**config.mk**
```make
export PLATFORM = sky130hd
export DESIGN_NAME = date_keyed_sorted_table
export DESIGN_NICKNAME = d
export VERILOG_FILES = /design/src/sv/dkst_pkg.sv /design/src/sv/dkst_mem.sv /design/src/sv/dkst_date_check.sv /design/src/sv/date_keyed_sorted_table.sv
export VERILOG_INCLUDE_DIRS = /design/src /design/src/sv
export SDC_FILE = /design/constraint.sdc
export NUM_CORES = 2
export LEC_CHECK = 0
export CORE_MARGIN = 3
export CORE_UTILIZATION = 60
export DETAILED_ROUTE_END_ITERATION = 10
export DONT_BUFFER_PORTS = 1
export PLACE_DENSITY = 0.76
export SYNTH_ARGS = -nofsm -noshare
export SYNTH_HDL_FRONTEND = slang
export SYNTH_HIERARCHICAL = 1
export SYNTH_SLANG_ARGS = --single-unit
export TNS_END_PERCENT = 10
```
**constraint.sdc**
```tcl
create_clock -name clk -period 20.2 [get_ports clk]
set_input_delay 2.02 -clock clk [delete_from_list [all_inputs] [get_ports clk]]
set_output_delay 2.02 -clock clk [all_outputs]
set_load 0.02 [all_outputs]
```
**src/sv/date_keyed_sorted_table_assert.svh**
```systemverilog
// Assertion macros for the date-keyed sorted table.
`ifndef DATE_KEYED_SORTED_TABLE_ASSERT_SVH
`define DATE_KEYED_SORTED_TABLE_ASSERT_SVH
`ifndef SYNTH
// Same-cycle implication, sampled on clk, off during reset.
`define DKST_ASSERT_IMP(lbl, ant, cons) \
    lbl: assert property (@(posedge clk) disable iff (!rst_n) (ant) |-> (cons)) \
        else $error("assertion failed");
// Next-cycle implication, sampled on clk, off during reset.
`define DKST_ASSERT_NXT(lbl, ant, cons) \
    lbl: assert property (@(posedge clk) disable iff (!rst_n) (ant) |=> (cons)) \
        else $error("assertion failed");
`else
`define DKST_ASSERT_IMP(lbl, ant, cons)
`define DKST_ASSERT_NXT(lbl, ant, cons)
`endif
`endif

```
**src/sv/dkst_pkg.sv**
```systemverilog
// Shared constants and types of the date-keyed sorted table.
package dkst_pkg;

    localparam int YEAR_W = 14;
    localparam int MON_W  = 4;
    localparam int DAY_W  = 5;
    localparam int KEY_W  = YEAR_W + MON_W + DAY_W;
    localparam int OUT_HANDLE_W = 16;

    localparam logic [1:0] KIND_ADD    = 2'd0;
    localparam logic [1:0] KIND_LIST   = 2'd1;
    localparam logic [1:0] KIND_SHOW   = 2'd2;
    localparam logic [1:0] KIND_REMOVE = 2'd3;

    localparam logic [3:0] ST_INSERTED = 4'd0;
    localparam logic [3:0] ST_REPLACED = 4'd1;
    localparam logic [3:0] ST_FOUND    = 4'd2;
    localparam logic [3:0] ST_NOTFOUND = 4'd3;
    localparam logic [3:0] ST_REMOVED  = 4'd4;
    localparam logic [3:0] ST_ILLEGAL  = 4'd5;
    localparam logic [3:0] ST_FULL     = 4'd6;
    localparam logic [3:0] ST_ENTRY    = 4'd7;
    localparam logic [3:0] ST_EMPTY    = 4'd8;

    // Reciprocal of 100 in Q19, exact for every 14-bit year
    localparam logic [12:0] RECIP_100 = 13'd5243;

    typedef struct packed {
        logic done;
        logic legal;
    } dkst_chk_t;

endpackage

```
**src/sv/dkst_mem.sv**
```systemverilog
// Single-port-write, registered-read record memory.
module dkst_mem #(
    parameter int DEPTH = 32,
    parameter int WIDTH = 39,
    parameter int AW    = 5
) (
    input  logic             clk,
    input  logic             we,
    input  logic [AW-1:0]    waddr,
    input  logic [WIDTH-1:0] wdata,
    input  logic             re,
    input  logic [AW-1:0]    raddr,
    output logic [WIDTH-1:0] rdata
);

    logic [WIDTH-1:0] mem [0:DEPTH-1];
    logic [WIDTH-1:0] rdata_reg;

    always_ff @(posedge clk)
    begin
        if (we)
        begin
            mem[waddr] <= wdata;
        end
    end

    always_ff @(posedge clk)
    begin
        if (re)
        begin
            rdata_reg <= mem[raddr];
        end
    end

    assign rdata = rdata_reg;

endmodule

```
**src/sv/dkst_date_check.sv**
```systemverilog
// Two-stage Gregorian date legality check.
module dkst_date_check (
    input  logic                      clk,
    input  logic                      rst_n,
    input  logic                      start,
    input  logic [dkst_pkg::KEY_W-1:0] key,
    output dkst_pkg::dkst_chk_t       chk
);
    import dkst_pkg::*;

    logic              v1_reg;
    logic [YEAR_W-1:0] y1_reg;
    logic [MON_W-1:0]  m1_reg;
    logic [DAY_W-1:0]  d1_reg;
    logic [7:0]        q1_reg;
    logic              done_reg;
    logic              legal_reg;

    logic [26:0]       prod;
    logic [14:0]       q_x100;
    logic [14:0]       rem;
    logic              leap;
    logic              legal_next;

    assign prod = {13'd0, key[KEY_W-1 -: YEAR_W]} * {14'd0, RECIP_100};

    always_comb
    begin
        q_x100 = {7'd0, q1_reg} * 15'd100;
        rem    = {1'b0, y1_reg} - q_x100;
        leap   = ((rem != 15'd0) && (y1_reg[1:0] == 2'd0))
                 || ((rem == 15'd0) && (q1_reg[1:0] == 2'd0));
        legal_next = 1'b1;
        if (m1_reg < 4'd1 || m1_reg > 4'd12)
        begin
            legal_next = 1'b0;
        end
        if (d1_reg == 5'd0)
        begin
            legal_next = 1'b0;
        end
        if ((m1_reg inside {4'd4, 4'd6, 4'd9, 4'd11}) && d1_reg > 5'd30)
        begin
            legal_next = 1'b0;
        end
        if (m1_reg == 4'd2 && d1_reg > (leap ? 5'd29 : 5'd28))
        begin
            legal_next = 1'b0;
        end
    end

    always_ff @(posedge clk or negedge rst_n)
    begin
        if (!rst_n)
        begin
            v1_reg   <= 1'b0;
            done_reg <= 1'b0;
        end
        else
        begin
            v1_reg   <= start;
            done_reg <= v1_reg;
        end
    end

    always_ff @(posedge clk)
    begin
        if (start)
        begin
            y1_reg <= key[KEY_W-1 -: YEAR_W];
            m1_reg <= key[DAY_W +: MON_W];
            d1_reg <= key[DAY_W-1:0];
            q1_reg <= prod[26:19];
        end
        if (v1_reg)
        begin
            legal_reg <= legal_next;
        end
    end

    assign chk.done  = done_reg;
    assign chk.legal = legal_reg;

endmodule

```
**src/sv/date_keyed_sorted_table.sv**
```systemverilog
// Usage: sorted date-keyed record table with add, show, remove and range list.
// The request channel (req_valid/req_ready) takes one command: kind, a key
// date, a range end date for list and a content handle for add. The response
// channel (rsp_valid/rsp_ready) returns status, record date, handle and last.
// One request is worked on at a time; req_ready is high only when idle.
// Each stored record visited takes a read state, then a compare or write
// state, on the single memory read port. Add is a search pass, then a
// downward shift pass; remove is a search pass, then a shift pass; show is
// a search pass; list scans every stored record, held back by response
// stalls. An illegal date is answered after the date check, with no search.
// The next request is taken from the cycle after the response is loaded.
// Every command yields one response with last set, except list, which yields
// one response per record in range, last set on the final one, or one empty.
// A stalled receiver holds the output register; the list scan waits until
// the pending record can be handed over, and nothing is lost.
// Reset empties the table at once (record count to zero); no clearing pass.
module date_keyed_sorted_table #(
    parameter int ENTRIES     = 32,
    parameter int HANDLE_BITS = 16
) (
    input  logic                              clk,
    input  logic                              rst_n,
    input  logic                              req_valid,
    output logic                              req_ready,
    input  logic [1:0]                        kind,
    input  logic [dkst_pkg::YEAR_W-1:0]       key_year,
    input  logic [dkst_pkg::MON_W-1:0]        key_month,
    input  logic [dkst_pkg::DAY_W-1:0]        key_day,
    input  logic [dkst_pkg::YEAR_W-1:0]       end_year,
    input  logic [dkst_pkg::MON_W-1:0]        end_month,
    input  logic [dkst_pkg::DAY_W-1:0]        end_day,
    input  logic [dkst_pkg::OUT_HANDLE_W-1:0] content_handle,
    output logic                              rsp_valid,
    input  logic                              rsp_ready,
    output logic [3:0]                        status,
    output logic [dkst_pkg::YEAR_W-1:0]       entry_year,
    output logic [dkst_pkg::MON_W-1:0]        entry_month,
    output logic [dkst_pkg::DAY_W-1:0]        entry_day,
    output logic [dkst_pkg::OUT_HANDLE_W-1:0] entry_handle,
    output logic                              last
);
    import dkst_pkg::*;

`include "date_keyed_sorted_table_assert.svh"

    localparam int IDX_W = (ENTRIES > 1) ? $clog2(ENTRIES) : 1;
    localparam int CNT_W = $clog2(ENTRIES + 1);
    localparam int MW    = KEY_W + HANDLE_BITS;

    typedef enum logic [11:0] {
        S_IDLE   = 12'b000000000001,
        S_CHECK  = 12'b000000000010,
        S_FRD    = 12'b000000000100,
        S_FCMP   = 12'b000000001000,
        S_FDEC   = 12'b000000010000,
        S_INS_RD = 12'b000000100000,
        S_INS_WR = 12'b000001000000,
        S_DEL_RD = 12'b000010000000,
        S_DEL_WR = 12'b000100000000,
        S_RESP   = 12'b001000000000,
        S_LRD    = 12'b010000000000,
        S_LCMP   = 12'b100000000000
    } state_t;

    state_t                 state_reg, state_next;
    logic                   lend_reg, lend_next;
    logic [1:0]             kind_reg, kind_next;
    logic [KEY_W-1:0]       tgt_reg, tgt_next;
    logic [KEY_W-1:0]       end_reg, end_next;
    logic [HANDLE_BITS-1:0] hin_reg, hin_next;
    logic [CNT_W-1:0]       cnt_reg, cnt_next;
    logic [CNT_W-1:0]       i_reg, i_next;
    logic                   hit_reg, hit_next;
    logic                   pend_reg, pend_next;
    logic [KEY_W-1:0]       rec_key_reg, rec_key_next;
    logic [HANDLE_BITS-1:0] rec_h_reg, rec_h_next;
    logic [3:0]             st_reg, st_next;

    logic                   ov_reg;
    logic [3:0]             o_st_reg;
    logic [KEY_W-1:0]       o_key_reg;
    logic [HANDLE_BITS-1:0] o_h_reg;
    logic                   o_last_reg;

    logic                   ld_out;
    logic [3:0]             ld_st;
    logic [KEY_W-1:0]       ld_key;
    logic [HANDLE_BITS-1:0] ld_h;
    logic                   ld_last;

    logic                   mem_we, mem_re;
    logic [IDX_W-1:0]       mem_waddr, mem_raddr;
    logic [MW-1:0]          mem_wdata, mem_rdata;
    logic [KEY_W-1:0]       rk;
    logic [HANDLE_BITS-1:0] rh;

    logic                   chk_start;
    dkst_chk_t              chk;
    logic                   out_free;
    logic [CNT_W-1:0]       i_dec, i_inc;
    logic [HANDLE_BITS+OUT_HANDLE_W-1:0] hin_ext;
    logic [HANDLE_BITS+OUT_HANDLE_W-1:0] hout_ext;
    logic                   accept;
    logic                   we_state;

    dkst_mem #(
        .DEPTH(ENTRIES),
        .WIDTH(MW),
        .AW   (IDX_W)
    ) u_mem (
        .clk  (clk),
        .we   (mem_we),
        .waddr(mem_waddr),
        .wdata(mem_wdata),
        .re   (mem_re),
        .raddr(mem_raddr),
        .rdata(mem_rdata)
    );

    dkst_date_check u_chk (
        .clk  (clk),
        .rst_n(rst_n),
        .start(chk_start),
        .key  (tgt_next),
        .chk  (chk)
    );

    assign rk        = mem_rdata[MW-1:HANDLE_BITS];
    assign rh        = mem_rdata[HANDLE_BITS-1:0];
    assign out_free  = !ov_reg || rsp_ready;
    assign i_dec     = i_reg - 1'b1;
    assign i_inc     = i_reg + 1'b1;
    assign hin_ext   = {{HANDLE_BITS{1'b0}}, content_handle};
    assign req_ready = (state_reg == S_IDLE);
    assign accept    = req_valid && req_ready;
    assign we_state  = (state_reg == S_FDEC) || (state_reg == S_INS_RD)
                       || (state_reg == S_INS_WR) || (state_reg == S_DEL_WR);

    always_comb
    begin
        state_next   = state_reg;
        lend_next    = lend_reg;
        kind_next    = kind_reg;
        tgt_next     = tgt_reg;
        end_next     = end_reg;
        hin_next     = hin_reg;
        cnt_next     = cnt_reg;
        i_next       = i_reg;
        hit_next     = hit_reg;
        pend_next    = pend_reg;
        rec_key_next = rec_key_reg;
        rec_h_next   = rec_h_reg;
        st_next      = st_reg;
        ld_out       = 1'b0;
        ld_st        = st_reg;
        ld_key       = rec_key_reg;
        ld_h         = rec_h_reg;
        ld_last      = 1'b1;
        mem_we       = 1'b0;
        mem_re       = 1'b0;
        mem_waddr    = i_reg[IDX_W-1:0];
        mem_raddr    = i_reg[IDX_W-1:0];
        mem_wdata    = {tgt_reg, hin_reg};
        chk_start    = 1'b0;

        case (state_reg)
            S_IDLE:
            begin
                if (req_valid)
                begin
                    kind_next = kind;
                    tgt_next  = {key_year, key_month, key_day};
                    end_next  = {end_year, end_month, end_day};
                    hin_next  = hin_ext[HANDLE_BITS-1:0];
                    i_next    = '0;
                    pend_next = 1'b0;
                    lend_next = 1'b0;
                    if (kind == KIND_LIST)
                    begin
                        state_next = S_LRD;
                    end
                    else
                    begin
                        chk_start  = 1'b1;
                        state_next = S_CHECK;
                    end
                end
            end
            S_CHECK:
            begin
                if (chk.done)
                begin
                    hit_next = 1'b0;
                    if (chk.legal)
                    begin
                        state_next = S_FRD;
                    end
                    else
                    begin
                        st_next    = ST_ILLEGAL;
                        state_next = S_RESP;
                    end
                end
            end
            S_FRD:
            begin
                if (i_reg == cnt_reg)
                begin
                    state_next = S_FDEC;
                end
                else
                begin
                    mem_re     = 1'b1;
                    state_next = S_FCMP;
                end
            end
            S_FCMP:
            begin
                if (rk == tgt_reg)
                begin
                    hit_next     = 1'b1;
                    rec_key_next = rk;
                    rec_h_next   = rh;
                    state_next   = S_FDEC;
                end
                else if (rk > tgt_reg)
                begin
                    state_next = S_FDEC;
                end
                else
                begin
                    i_next     = i_inc;
                    state_next = S_FRD;
                end
            end
            S_FDEC:
            begin
                state_next = S_RESP;
                if (kind_reg == KIND_ADD)
                begin
                    if (hit_reg)
                    begin
                        // overwrite the handle in place
                        mem_we       = 1'b1;
                        rec_key_next = tgt_reg;
                        rec_h_next   = hin_reg;
                        st_next      = ST_REPLACED;
                    end
                    else if (cnt_reg == CNT_W'(ENTRIES))
                    begin
                        st_next = ST_FULL;
                    end
                    else
                    begin
                        i_next     = cnt_reg;
                        state_next = S_INS_RD;
                    end
                end
                else if (!hit_reg)
                begin
                    st_next = ST_NOTFOUND;
                end
                else if (kind_reg == KIND_SHOW)
                begin
                    st_next = ST_FOUND;
                end
                else
                begin
                    state_next = S_DEL_RD;
                end
            end
            S_INS_RD:
            begin
                if (i_reg == '0)
                begin
                    mem_we       = 1'b1;
                    cnt_next     = cnt_reg + 1'b1;
                    rec_key_next = tgt_reg;
                    rec_h_next   = hin_reg;
                    st_next      = ST_INSERTED;
                    state_next   = S_RESP;
                end
                else
                begin
                    mem_re     = 1'b1;
                    mem_raddr  = i_dec[IDX_W-1:0];
                    state_next = S_INS_WR;
                end
            end
            S_INS_WR:
            begin
                mem_we = 1'b1;
                if (rk > tgt_reg)
                begin
                    // shift the larger record up one place
                    mem_wdata  = mem_rdata;
                    i_next     = i_dec;
                    state_next = S_INS_RD;
                end
                else
                begin
                    cnt_next     = cnt_reg + 1'b1;
                    rec_key_next = tgt_reg;
                    rec_h_next   = hin_reg;
                    st_next      = ST_INSERTED;
                    state_next   = S_RESP;
                end
            end
            S_DEL_RD:
            begin
                if (i_inc == cnt_reg)
                begin
                    cnt_next   = cnt_reg - 1'b1;
                    st_next    = ST_REMOVED;
                    state_next = S_RESP;
                end
                else
                begin
                    mem_re     = 1'b1;
                    mem_raddr  = i_inc[IDX_W-1:0];
                    state_next = S_DEL_WR;
                end
            end
            S_DEL_WR:
            begin
                mem_we     = 1'b1;
                mem_wdata  = mem_rdata;
                i_next     = i_inc;
                state_next = S_DEL_RD;
            end
            S_RESP:
            begin
                if (out_free)
                begin
                    ld_out = 1'b1;
                    ld_st  = st_reg;
                    if (st_reg inside {ST_NOTFOUND, ST_ILLEGAL, ST_FULL})
                    begin
                        ld_key = '0;
                        ld_h   = '0;
                    end
                    state_next = S_IDLE;
                end
            end
            S_LRD:
            begin
                if (i_reg == cnt_reg)
                begin
                    lend_next  = 1'b1;
                    state_next = S_LCMP;
                end
                else
                begin
                    mem_re     = 1'b1;
                    state_next = S_LCMP;
                end
            end
            S_LCMP:
            begin
                if (lend_reg)
                begin
                    // hand over the held record as final, or report empty
                    if (out_free)
                    begin
                        ld_out = 1'b1;
                        if (pend_reg)
                        begin
                            ld_st = ST_ENTRY;
                        end
                        else
                        begin
                            ld_st  = ST_EMPTY;
                            ld_key = '0;
                            ld_h   = '0;
                        end
                        state_next = S_IDLE;
                    end
                end
                else if (rk >= tgt_reg && rk <= end_reg)
                begin
                    if (pend_reg)
                    begin
                        if (out_free)
                        begin
                            ld_out       = 1'b1;
                            ld_st        = ST_ENTRY;
                            ld_last      = 1'b0;
                            rec_key_next = rk;
                            rec_h_next   = rh;
                            i_next       = i_inc;
                            state_next   = S_LRD;
                        end
                    end
                    else
                    begin
                        pend_next    = 1'b1;
                        rec_key_next = rk;
                        rec_h_next   = rh;
                        i_next       = i_inc;
                        state_next   = S_LRD;
                    end
                end
                else
                begin
                    i_next     = i_inc;
                    state_next = S_LRD;
                end
            end
            default:
            begin
                state_next = S_IDLE;
            end
        endcase
    end

    always_ff @(posedge clk or negedge rst_n)
    begin
        if (!rst_n)
        begin
            state_reg <= S_IDLE;
            cnt_reg   <= '0;
            ov_reg    <= 1'b0;
            lend_reg  <= 1'b0;
            pend_reg  <= 1'b0;
            hit_reg   <= 1'b0;
        end
        else
        begin
            state_reg <= state_next;
            cnt_reg   <= cnt_next;
            lend_reg  <= lend_next;
            pend_reg  <= pend_next;
            hit_reg   <= hit_next;
            if (ld_out)
            begin
                ov_reg <= 1'b1;
            end
            else if (rsp_ready)
            begin
                ov_reg <= 1'b0;
            end
        end
    end

    always_ff @(posedge clk)
    begin
        kind_reg    <= kind_next;
        tgt_reg     <= tgt_next;
        end_reg     <= end_next;
        hin_reg     <= hin_next;
        i_reg       <= i_next;
        rec_key_reg <= rec_key_next;
        rec_h_reg   <= rec_h_next;
        st_reg      <= st_next;
        if (ld_out)
        begin
            o_st_reg   <= ld_st;
            o_key_reg  <= ld_key;
            o_h_reg    <= ld_h;
            o_last_reg <= ld_last;
        end
    end

    assign hout_ext     = {{OUT_HANDLE_W{1'b0}}, o_h_reg};
    assign rsp_valid    = ov_reg;
    assign status       = o_st_reg;
    assign entry_year   = o_key_reg[KEY_W-1 -: YEAR_W];
    assign entry_month  = o_key_reg[DAY_W +: MON_W];
    assign entry_day    = o_key_reg[DAY_W-1:0];
    assign entry_handle = hout_ext[OUT_HANDLE_W-1:0];
    assign last         = o_last_reg;

    `DKST_ASSERT_IMP(a_cnt_bound, 1'b1, cnt_reg <= CNT_W'(ENTRIES))
    `DKST_ASSERT_NXT(a_accept_busy, accept, state_reg != S_IDLE)
    `DKST_ASSERT_IMP(a_we_states, mem_we, we_state)
    `DKST_ASSERT_IMP(a_load_free, ld_out, !ov_reg || rsp_ready)
    `DKST_ASSERT_NXT(a_cnt_grow, (state_reg == S_INS_RD) && mem_we, cnt_reg == $past(cnt_reg) + 1'b1)

endmodule

```
======== Yosys cells after proc, flatten, opt, wreduce, memory -nomap -nowiden ========
Memories as Yosys holds them, arrays and structs flattened. A register that Yosys moved wholly into a read port is not among the register bits.
Cells that the tools add are included.
word-level totals
  register bits ........................... 213
  latch bits .............................. 0
  RAM bits ................................ 1,248
  bits in read-only memories .............. 0
  input bits .............................. 68
  output and inout bits ................... 46
  word-level logic and storage cells ...... 256
  memories ................................ 1
operators by class
  add/sub/neg operators ................... 5
  $mul .................................... 2
  divide/modulo/power cells ............... 0
  order comparisons ....................... 7
  equal/unequal tests ..................... 48
  shifts and indexed selects .............. 0
  muxes and demuxes ....................... 126
  bitwise gates (word level) .............. 3
  reduce and logical (&&, ||, !) cells .... 39
memories
  memory     words  bits a word  read ports  clocked after Yosys merged registers in  write ports  RTL line        RTL
  u_mem.mem  32     39           1           1                                        1            dkst_mem.sv:16  logic [WIDTH-1:0] mem [0:DEPTH-1];
operators with widths
  kind                                                                    number
  23-bit 2-to-1 mux                                                       16
  16-bit 2-to-1 mux                                                       14
  12-bit case mux with 12 select lines                                    1
  23-bit case mux with 5 select lines                                     1
  12-bit 2-to-1 mux                                                       8
  6-bit 2-to-1 mux                                                        14
  10-bit 2-to-1 mux                                                       8
  16-bit case mux with 5 select lines                                     1
  39-bit case mux with 2 select lines                                     1
  4-bit 2-to-1 mux                                                        17
  23-bit case mux with 2 select lines                                     1
  39-bit 2-to-1 mux                                                       1
  6-bit case mux with 6 select lines                                      1
  16-bit case mux with 2 select lines                                     1
  14-bit by 13-bit multiplier with 27-bit output (second input constant)  1
  1-bit 2-to-1 mux                                                        26
  2-bit != test (second input constant)                                   13
  5-bit 2-to-1 mux                                                        5
  23-bit equality test                                                    1
  23-bit >= comparator                                                    1
  23-bit greater-than comparator                                          1
  23-bit less-or-equal comparator                                         1
  4-bit case mux with 5 select lines                                      1
  6-bit case mux with 3 select lines                                      1
  other kinds (60)                                                        94

======== Depth between registers and ports, before layout ========
  word-level depth ........................ 9
  mapped depth ............................ 28
  depth with buffers taken out ............ 26

======== Hierarchy ========
The synthesis kept the hierarchy.
by module, submodules not included
  module                   times used  cells an instance  area each (um^2)  seq. area each (um^2)
  dkst_mem                 1           2,743              49,887.8          38,647.1
  date_keyed_sorted_table  1           832                9,485.3           5,006.1
  dkst_date_check          1           546                5,652.9           1,011.0

======== Least setup slack after synthesis ========
OpenSTA, ideal clock, no wires.
  path type ............................... input to register
  start ................................... in req_valid
  end ..................................... reg u_chk.q1_reg[6] (data pin)
  setup time .............................. 180 ps
  data arrival time ....................... 8,693 ps
  required time ........................... 20,020 ps
  path slack .............................. 11,327 ps
  stages on the path ...................... 19
  path through ............................ clkbuf_1 > and2_0 > clkbuf_1 > o21ai_0 > ha_1 > inv_1 > fa_1 > fa_1 > inv_1 > fa_1 > fa_1 > ha_1 > a211oi_2 > o211ai_1 > a311oi_2 > a21oi_2 > and3_4 > or4_1 > o311ai_1
on the way
  word-level cells in the longest chain between the ends .. 3
RTL lines
  element                                         RTL line                        RTL
  start: declaration                              date_keyed_sorted_table.sv:23   input logic req_valid,
  23-bit 2-to-1 mux                               date_keyed_sorted_table.sv:169  if (req_valid)
  23-bit 2-to-1 mux                               date_keyed_sorted_table.sv:166  case (state_reg)
  via tgt_next[21]                                date_keyed_sorted_table.sv:68   logic [KEY_W-1:0] tgt_reg, tgt_next;
  14-bit by 13-bit multiplier with 27-bit output  dkst_date_check.sv:25           assign prod = {13'd0, key[KEY_W-1 -: YEAR_W]} * {14'd0, RECIP_100};
  via u_chk.prod[25]                              dkst_date_check.sv:19           logic [26:0] prod;
  end signal: assignment                          dkst_date_check.sv:73           q1_reg <= prod[26:19];
  end: declaration                                dkst_date_check.sv:15           logic [7:0] q1_reg;
The timed path passes the listed nets, and every way through them passes these cells.
A chain may end at the register's enable or synchronous reset.

======== Worst setup path after layout ========
  start ................................... reg state_reg[6]
  end ..................................... reg u_chk.q1_reg[7] (data pin)
on the way
  word-level cells in the longest chain between the ends .. 3
RTL lines
  element                                          RTL line                        RTL
  start: declaration                               date_keyed_sorted_table.sv:65   state_t state_reg, state_next;
  start signal: assignment                         date_keyed_sorted_table.sv:429  state_reg <= state_next;
  12-bit by 1-bit equality test with 1-bit output  -
  via req_ready                                    date_keyed_sorted_table.sv:24   output logic req_ready,
  23-bit 2-to-1 mux                                date_keyed_sorted_table.sv:166
  via tgt_next[17]                                 date_keyed_sorted_table.sv:68
  14-bit by 13-bit multiplier with 27-bit output   dkst_date_check.sv:25
  via u_chk.prod[26]                               dkst_date_check.sv:19
The timed path passes the listed nets, and every way through them passes these cells.

==> results.sh <==
export IMPL_outcome="finished clean"
export IMPL_grt_overflow=0
export IMPL_dr_pass1_iters=6
export IMPL_finalWeightedCongestion=0.891
export IMPL_clockBufferDepth=3
export IMPL_final_min_clock_period_ns=7.80
export IMPL_h_tree_depth=4
export IMPL_largest_reg_flops=1248
export IMPL_yosysWarnings=6
export IMPL_async_flop_share_pct=1.60
export IMPL_synth_area_um2=65000
export IMPL_final_layout_size_suffix_gt1_share_pct=9.42
export IMPL_cts_sinks=1499
export IMPL_synthesis_nets=4450
export IMPL_die_h_um=335
export IMPL_hold_path_end="u_chk/done_reg"
export IMPL_hold_path_startpoint="u_chk/v1_reg"
export IMPL_cts_tree="done"
export IMPL_max_slew_margin_rel_pct=20.1
export IMPL_row_count=120
export IMPL_rsz0062_at_grt="false"
export IMPL_crit_arrival_ns=8.30
export IMPL_cts_inserted_buffers=145
export IMPL_cts_root_buf="clkbuf_16"
export IMPL_grt_pass1_vias=35700
export IMPL_ys_seq_area_share_pct=68.7
export IMPL_fmax_ghz=0.128
export IMPL_rr_worst_depth=26
export IMPL_post_dp_hpwl_um=87600
export IMPL_drc=0
export IMPL_ys_ff_latch=1499
export IMPL_place_ws_ns=12.39
export IMPL_wl_per_cell_um=28.0
export IMPL_final_setup_tns_ns=0
export IMPL_worstHoldPathType="register to register"
export IMPL_synth_simple_gate_area_share_pct=5.01
export IMPL_grt_pass1_wl_um=234000
export IMPL_setup_viol=0
export IMPL_hold_viol_final=0
export IMPL_cp_required_ns=20.70
export IMPL_start_util_pct=60.6
export IMPL_io_buffers=0
export IMPL_antenna_found_initial=16
export IMPL_worstHoldPathCells=0
export IMPL_rr_startpoint="state_reg[6]"
export IMPL_drv_cap=0
export IMPL_crit_path_end_kind="register"
export IMPL_setup_ws_ns=12.40
export IMPL_grt_max_degree=149
export IMPL_synth_edff_count=1452
export IMPL_areaGrowthSynthToFinish_pct=9.25
export IMPL_synth_compound_area_share_pct=6.07
export IMPL_fill_cells=7127
export IMPL_antenna_left=0
export IMPL_postCtsSetupBuffers=0
export IMPL_dieArea_um2=112000
export IMPL_final_cell_mix="edfxtp_1, mux2i_1, inv_1, ha_1, nand2_1"
export IMPL_crit_path_start_kind="register"
export IMPL_min_period_over_period_pct=38.6
export IMPL_synthXorXnorAreaFrac_pct=0.525
export IMPL_synth_flop_cell="edfxtp_1"
export IMPL_crit_start="state_reg[6]"
export IMPL_dr_first_iter_drc_count=4390
export IMPL_synth_top_family_by_area="multiplexers"
export IMPL_synth_cells=4121
export IMPL_synth_cell_types=82
export IMPL_avgSynthCellArea_um2=15.8
export IMPL_clock_skew_ns=0.0347
export IMPL_final_common_cell="edfxtp_1"
export IMPL_vias=36400
export IMPL_worst_slew_pin_slew_ns=1.19
export IMPL_ctsResizeCount=0
export IMPL_io_pins=114
export IMPL_drv_slew=0
export IMPL_worstPathMaxFanout=53
export IMPL_via_per_inst=6.42
export IMPL_synthAdderAreaFrac_pct=5.80
export IMPL_r2r_slack_ns=12.40
export IMPL_clk_pin_slew_ns=0.06
export IMPL_clock_latency_ns=0.76
export IMPL_synthMuxAreaShare_pct=10.7
export IMPL_drt_wl_total_um=159000
export IMPL_fin_nets=4477
export IMPL_reg2reg_to="u_chk/q1_reg[7]"
export IMPL_fp_dieW_um=335
export IMPL_crit_type="register to register"
export IMPL_track_usage_pct=28.4
export IMPL_cts_hold_buffers_added=0
export IMPL_core_area_um2=107000
synth_stat cells (all sizes together), types with 18 or more instances:
master | number | area (µm²)
nor3 | 60 | 300
xnor2 | 24 | 210
o21ai | 87 | 435
a31oi | 44 | 290
edfxtp | 1452 | 43600
mux2i | 628 | 6290
inv | 197 | 739
fa | 67 | 1340
clkbuf | 57 | 225
nand2 | 192 | 728
a22o | 82 | 718
dfrtp | 23 | 576
nand4 | 18 | 113
nor2 | 81 | 328
buf | 134 | 1090
a22oi | 121 | 908
nand3 | 163 | 846
mux2 | 59 | 702
and2 | 45 | 282
ha | 194 | 2430
dfxtp | 23 | 460
a21oi | 181 | 910
how the worst max path moves through the flow:
| stage | end | slack, ns | cells after the start |
|---|---|---|---|
| 5_1_grt | u_chk/q1_reg[7] | 12.03 | 26 |
| 3_3_place_gp | u_chk/q1_reg[7] | 12.50 | 21 |
| 6_report | u_chk/q1_reg[7] | 12.40 | 26 |
| 2_1_floorplan | u_chk/q1_reg[6] | 11.33 | 19 |
| 3_5_place_dp | u_chk/q1_reg[7] | 12.39 | 21 |
| 4_1_cts | u_chk/q1_reg[7] | 12.52 | 26 |
layer usage:
layer  share of wire [%]  vias up  wire length, µm  track usage [%]
met1                  39    18300            62200             39.2
met4                 2.9        4             4590             9.03
met2                  48     1878            76100             45.7
li1                    -    15900                -                -
met5               0.014        -               23                0
met3                  10      334            15900             6.22
through the flow:
| stage | util, % | instances | hold slack [ns] | instance area [µm²] |
|---|---|---|---|---|
| 2_1_floorplan | - | 4121 | 0.362 | 65000 |
| 3_3_place_gp | 61.8 | 5404 | 0.370 | 66400 |
| 3_5_place_dp | 61.8 | 5404 | 0.382 | 66400 |
| 4_1_cts | 66.2 | 5671 | 0.394 | 71000 |
| 5_1_grt | 66.2 | 5674 | 0.403 | 71000 |
| 6_report | 66.2 | 5676 | 0.403 | 71000 |
critical path, cell delays in order (launching register included):
cell and delay (ns):
dfrtp_1 0.49, nor2_1 0.45, and3_1 0.28, nor2b_1 0.14
nand3_1 0.13, inv_1 0.37, and2_2 0.36, buf_4 0.63
o21ai_0 0.20, buf_4 0.23, ha_1 0.30, inv_1 0.05
fa_1 0.48, fa_1 0.52, inv_1 0.04, ha_1 0.26
inv_1 0.04, fa_1 0.47, inv_1 0.04, ha_1 0.30
a21o_1 0.19, a211o_1 0.30, a211oi_1 0.22, nor3_1 0.09
nor4_1 0.65, o21ai_1 0.17, xnor2_1 0.16
cell families (layout without fill, tap and decap cells):
group	Yosys count	in the layout
xor+xnor	39	39
other cells	0	5
buf+inv	388	535
compound gates	596	596
fa+ha+maj	261	261
simple gates	651	651
flops	1499	1499
mux	687	687
final cells by class:
cell class / count / area [µm²] / area share [%]
clock buffers: 185 / 3880 / 5.47
repair buffers: 71 / 596 / 0.838
multi-input cells: 2234 / 18600 / 26.2
inverters: 197 / 739 / 1.04
diodes: 5 / 12.5 / 0.0176
flip-flops and latches: 1499 / 44700 / 62.9
well taps: 1403 / 1760 / 2.47
clock inverters: 82 / 762 / 1.07
Power is left out: the tool's default activity adds up to more than one toggle a clock period on the data nets, which glitch-free logic cannot reach.
